==> src/hdl/ifsc_pkg.sv <==
// Shared constants and controller/datapath interface types for the image flip-shift copy block.
package ifsc_pkg;

  // Image limits and the size of the element store.
  localparam int unsigned MaxHeight   = 64;
  localparam int unsigned MaxWidth    = 64;
  localparam int unsigned MaxChannels = 4;
  localparam int unsigned StoreDepth  = MaxHeight * MaxWidth * MaxChannels;

  // Field and register widths.
  localparam int unsigned SampleW  = 8;
  localparam int unsigned SizeW    = 7;
  localparam int unsigned ChanCfgW = 3;
  localparam int unsigned ShiftW   = 8;
  localparam int unsigned FlipW    = 3;
  localparam int unsigned CfgIdxW  = 3;

  // Internal widths derived from the limits.
  localparam int unsigned CoordW = $clog2(MaxHeight);
  localparam int unsigned ChanW  = $clog2(MaxChannels);
  localparam int unsigned AddrW  = $clog2(StoreDepth);
  localparam int unsigned PixW   = $clog2(MaxHeight * MaxWidth);
  localparam int unsigned AreaW  = PixW + 1;
  localparam int unsigned TotalW = AddrW + 1;

  // Configuration register indexes.
  localparam logic [CfgIdxW-1:0] RegHeight   = 3'd0;
  localparam logic [CfgIdxW-1:0] RegWidth    = 3'd1;
  localparam logic [CfgIdxW-1:0] RegChannels = 3'd2;
  localparam logic [CfgIdxW-1:0] RegPlanar   = 3'd3;
  localparam logic [CfgIdxW-1:0] RegRowShift = 3'd4;
  localparam logic [CfgIdxW-1:0] RegColShift = 3'd5;
  localparam logic [CfgIdxW-1:0] RegFlip     = 3'd6;

  // Bits of the flip mode register.
  localparam int unsigned FlipVertBit = 0;
  localparam int unsigned FlipHorzBit = 1;
  localparam int unsigned FlipSwapBit = 2;

  // Operation codes carried in tuser.
  localparam logic OpLoad  = 1'b0;
  localparam logic OpFetch = 1'b1;

  // Commands from the controller to the datapath.
  typedef struct packed {
    logic capture;
    logic eval;
    logic mult;
    logic addr;
    logic rd_en;
    logic push;
  } cmd_t;

  // Status from the datapath to the controller.
  typedef struct packed {
    logic is_fetch;
    logic out_free;
  } sts_t;

endpackage

==> src/hdl/ifsc_ctrl.sv <==
// Controller state machine that sequences one beat at a time through the datapath.
module ifsc_ctrl (
  input  logic            clk_i,
  input  logic            rst_ni,
  input  logic            in_valid_i,
  output logic            in_ready_o,
  input  ifsc_pkg::sts_t  sts_i,
  output ifsc_pkg::cmd_t  cmd_o
);
  import ifsc_pkg::*;

  typedef enum logic [2:0] {
    StIdle,
    StEval,
    StMult,
    StAddr,
    StRead,
    StPush
  } state_e;

  state_e state_q;

  // A new beat is taken only between items.
  assign in_ready_o = (state_q == StIdle);

  // Commands decode from the current state, with capture also gated by input valid and push by a free output register.
  always_comb begin
    cmd_o         = '0;
    cmd_o.capture = (state_q == StIdle) && in_valid_i;
    cmd_o.eval    = (state_q == StEval);
    cmd_o.mult    = (state_q == StMult);
    cmd_o.addr    = (state_q == StAddr);
    cmd_o.rd_en   = (state_q == StRead);
    cmd_o.push    = (state_q == StPush) && sts_i.out_free;
  end

  // State register and transitions.
  always_ff @(posedge clk_i or negedge rst_ni) begin
    if (!rst_ni) begin
      state_q <= StIdle;
    end else begin
      unique case (state_q)
        StIdle: begin
          if (in_valid_i) state_q <= StEval;
        end
        StEval: state_q <= StMult;
        StMult: state_q <= StAddr;
        StAddr: begin
          if (sts_i.is_fetch) state_q <= StRead;
          else state_q <= StIdle;
        end
        StRead: state_q <= StPush;
        StPush: begin
          if (sts_i.out_free) state_q <= StIdle;
        end
        default: state_q <= StIdle;
      endcase
    end
  end

endmodule

==> config.mk <==
export PLATFORM = sky130hd
export DESIGN_NAME = ifsc_ctrl
export DESIGN_NICKNAME = d
export VERILOG_FILES = /design/src/hdl/ifsc_pkg.sv /design/src/hdl/ifsc_ctrl.sv
export SDC_FILE = /design/constraint.sdc
export NUM_CORES = 1
export LEC_CHECK = 0
export BUFFER_PORTS_ARGS = -buffer_cell sky130_fd_sc_hd__buf_2
export CORE_AREA = 2 2 39 41
export DETAILED_ROUTE_END_ITERATION = 10
export DIE_AREA = 0 0 41 43
export HOLD_SLACK_MARGIN = 0.02
export PLACE_DENSITY_LB_ADDON = 0.1
export SLEW_MARGIN = 20
export SYNTH_ARGS = -nofsm -noshare
export SYNTH_HDL_FRONTEND = slang
export SYNTH_SLANG_ARGS = --single-unit
==> constraint.sdc <==
create_clock -name clk_i -period 0.94 [get_ports clk_i]
set_input_delay 0.188 -clock clk_i [delete_from_list [all_inputs] [get_ports clk_i]]
set_output_delay 0.188 -clock clk_i [all_outputs]
set_load 0.02 [all_outputs]
==> results_dict.tcl <==
set metrics [dict create \
    worstHoldPathCells 2 \
    drive_gt1_frac 0.8605 \
    pin_count 12 \
    fmax_mhz 748.8 \
    yosysWarnings 0 \
    cts-htree-levels 1 \
    initial_core_util 0.1474 \
    ir_drop_v 0.001139 \
    hp-class "primary input to register" \
    synth_area_leaders "dfrtp_1, buf_6, nor3_1" \
    holdWs_ns 0.1905 \
    wl_um 622 \
    hp-start "sts_i[1]" \
    syn_avg_cell_area_um2 9.712 \
    tns_ns -2.866 \
    final-max-slew-violation-count 0 \
    antenna_left 0 \
    skew_ns 0.006176 \
    first_global_vias 258 \
    gp_congestion 0.7153 \
    path_class "register to output port" \
    p_per_area_mw_per_mm2 4073 \
    violations "negative setup slack" \
    drv_cap 0 \
    wl_met3_um 34 \
    clock-root-buffer "clkbuf_4" \
    synthToLayoutAreaGrowth_pct 116.6 \
    period_share 1.421 \
    vias 244 \
    diodes 0 \
    synth_top_area_frac 0.3681 \
    hold_end "state_q[2]$_DFFE_PN0P_" \
    min_period_ns 1.335 \
    pre_cts_slack_ns -0.2485 \
    dr.max_layer_used "met3" \
    nNetsFinal 49 \
    status "finished with violations" \
    grt_first_pass_wirelength_mm 1.035 \
    p_leak_uw 0.0002053 \
    cts_tree "yes" \
    wl_per_cell_um 10.54 \
    hold_viol 0 \
    syn_inst 21 \
    yosysSeqAreaShare 0.3681 \
    r2r-end "state_q[2]$_DFFE_PN0P_" \
    rows 14 \
    grt_usage 0.08643 \
    dr.pass1.iters 3 \
    initialDrtViolationCount 1 \
    reg2reg_from "state_q[1]$_DFFE_PN0P_" \
    worstMarginPinSlew_ns 0.2314 \
    overflow 0 \
    dieHeight_um 43 \
    drc 0 \
    ys_types 15 \
    cts.path.max_buffers 2 \
    ys_seq_elements 3 \
    setup_ws_ns -0.3954 \
    cp.arrival_ns 1.15 \
    syn_area_um2 203.9 \
    rsz0062_at_grt "true" \
    core-area_mm2 0.001384 \
    cts.clk_slew.worst_paths_ns 0.04 \
    vias_per_cell 4.136 \
    setup_viol 10 \
    r2r_cells 3 \
    synth.net_count 26 \
    reg_top3 "state_q x3" \
    cts_sinks 3 \
    r2r_setup_slack_ns -0.19 \
    dr_wl_met2_um 370 \
    critPathCaptureType "output port" \
    cts_made_buffers 3 \
    die_area_mm2 0.001763 \
    antenna_found_initial 0 \
    grt_max_degree 9 \
    cp-start-kind "register" \
    port_buffers 11 \
    path_max_fanout 7 \
    largest_reg_flops 3 \
    die_w_um 41 \
    yosysTopAreaCell "dfrtp_1" \
    relSlewSlack 0.8446 \
    required_ns 0.75 \
    m1WireLength_um 217 \
    largest-register "state_q" \
    clock_latency_ns 0.23 \
]
## cells in the mapped netlist, drive strengths merged
| cell | number |
|---|---|
| xnor2 | 1 |
| nand2b | 1 |
| buf | 3 |
| nor3b | 2 |
| nand2 | 1 |
| inv | 1 |
| nor3 | 3 |
| nor2 | 1 |
| a32o | 1 |
| dfrtp | 3 |
| and2 | 1 |
| and4 | 1 |
| and3b | 1 |
| a221oi | 1 |
## report_power, final
group | switching (µW) | internal [µW] | leakage, µW
combinational | 505 | 691 | 0.000156
clock | 63.2 | 159 | 0.0000150
sequential | 169 | 212 | 0.0000338
## cell families after synthesis
group,synth area share
AOI/OAI and AO/OA,0.09203
and+or+nand+nor,0.3313
buffers and inverters,0.1656
xor gates and xnor gates,0.04295
DFF,0.3681
## metal layers
metal / global-route usage / vias up
li1: - / 118
met1: 0.08710 / 118
met2: 0.1563 / 8
met3: 0.01571 / 0
met4: 0.04000 / 0
met5: 0 / -
## layout by cell type (no fill, tap or decap)
cell type | synthesis | routed
buf_4 | 1 | 9
buf_6 | 2 | 6
buf_2 | 0 | 5
clkbuf_4 | 0 | 3
dfrtp_2 | 0 | 3
nor3b_2 | 0 | 2
and3b_2 | 0 | 1
inv_2 | 0 | 1
nor3_2 | 0 | 1
nor3_4 | 0 | 1
and2_4 | 0 | 1
and4_2 | 0 | 1
nand2_1 | 1 | 1
a32o_1 | 1 | 1
xnor2_2 | 0 | 1
nor2_2 | 0 | 1
nand2b_1 | 1 | 1
nor3_1 | 3 | 1
a221oi_2 | 0 | 1
clkbuf_1 | 0 | 1
dlygate4sd3_1 | 0 | 1
## per-stage QoR
stage | area, µm² | util | instances | power (µW)
detailed placement | 325.3 | 0.2351 | 51 | 1225
global placement | 325.3 | 0.2351 | 51 | 1206
global route | 441.7 | 0.3192 | 59 | 1930
CTS | 414.1 | 0.2993 | 58 | 1698
floorplan | 239.0 | - | 21 | 975.5
finish | 441.7 | 0.3192 | 59 | 1799
## cell type report
type | count | area [µm²]
inverter | 1 | 3.754
tap | 16 | 20.02
sequential | 3 | 78.83
fill | 154 | 942.2
multi-input combinational | 14 | 142.6
clock buffer | 4 | 26.28
timing repair buffer | 21 | 170.2
## what timing repair did
action | CTS | global route
pin swaps | 2 | 3
hold endpoints to repair | 3 | 0
setup buffers | 2 | 1
resized for setup | 13 | 6
setup endpoints to repair | 9 | 10
hold buffers | 1 | 0
## worst max path at each step
stage	start	endpoint	slack, ns	depth (start not counted)
final	state_q[2]$_DFFE_PN0P_	cmd_o[4]	-0.40	3
after global routing	state_q[1]$_DFFE_PN0P_	cmd_o[5]	-0.46	3
after CTS	state_q[1]$_DFFE_PN0P_	cmd_o[0]	-0.42	3
after detailed placement	state_q[0]$_DFFE_PN0P_	cmd_o[5]	-0.25	3
after global placement	state_q[0]$_DFFE_PN0P_	cmd_o[5]	-0.23	3
after floorplan	state_q[2]$_DFFE_PN0P_	cmd_o[5]	-0.27	3
## critical path: stages (launching register included)
cell,delay (ns)
dfrtp_2,0.46
buf_6,0.14
nor3b_2,0.16
buf_4,0.16
Power figures use the tool's default switching activity.
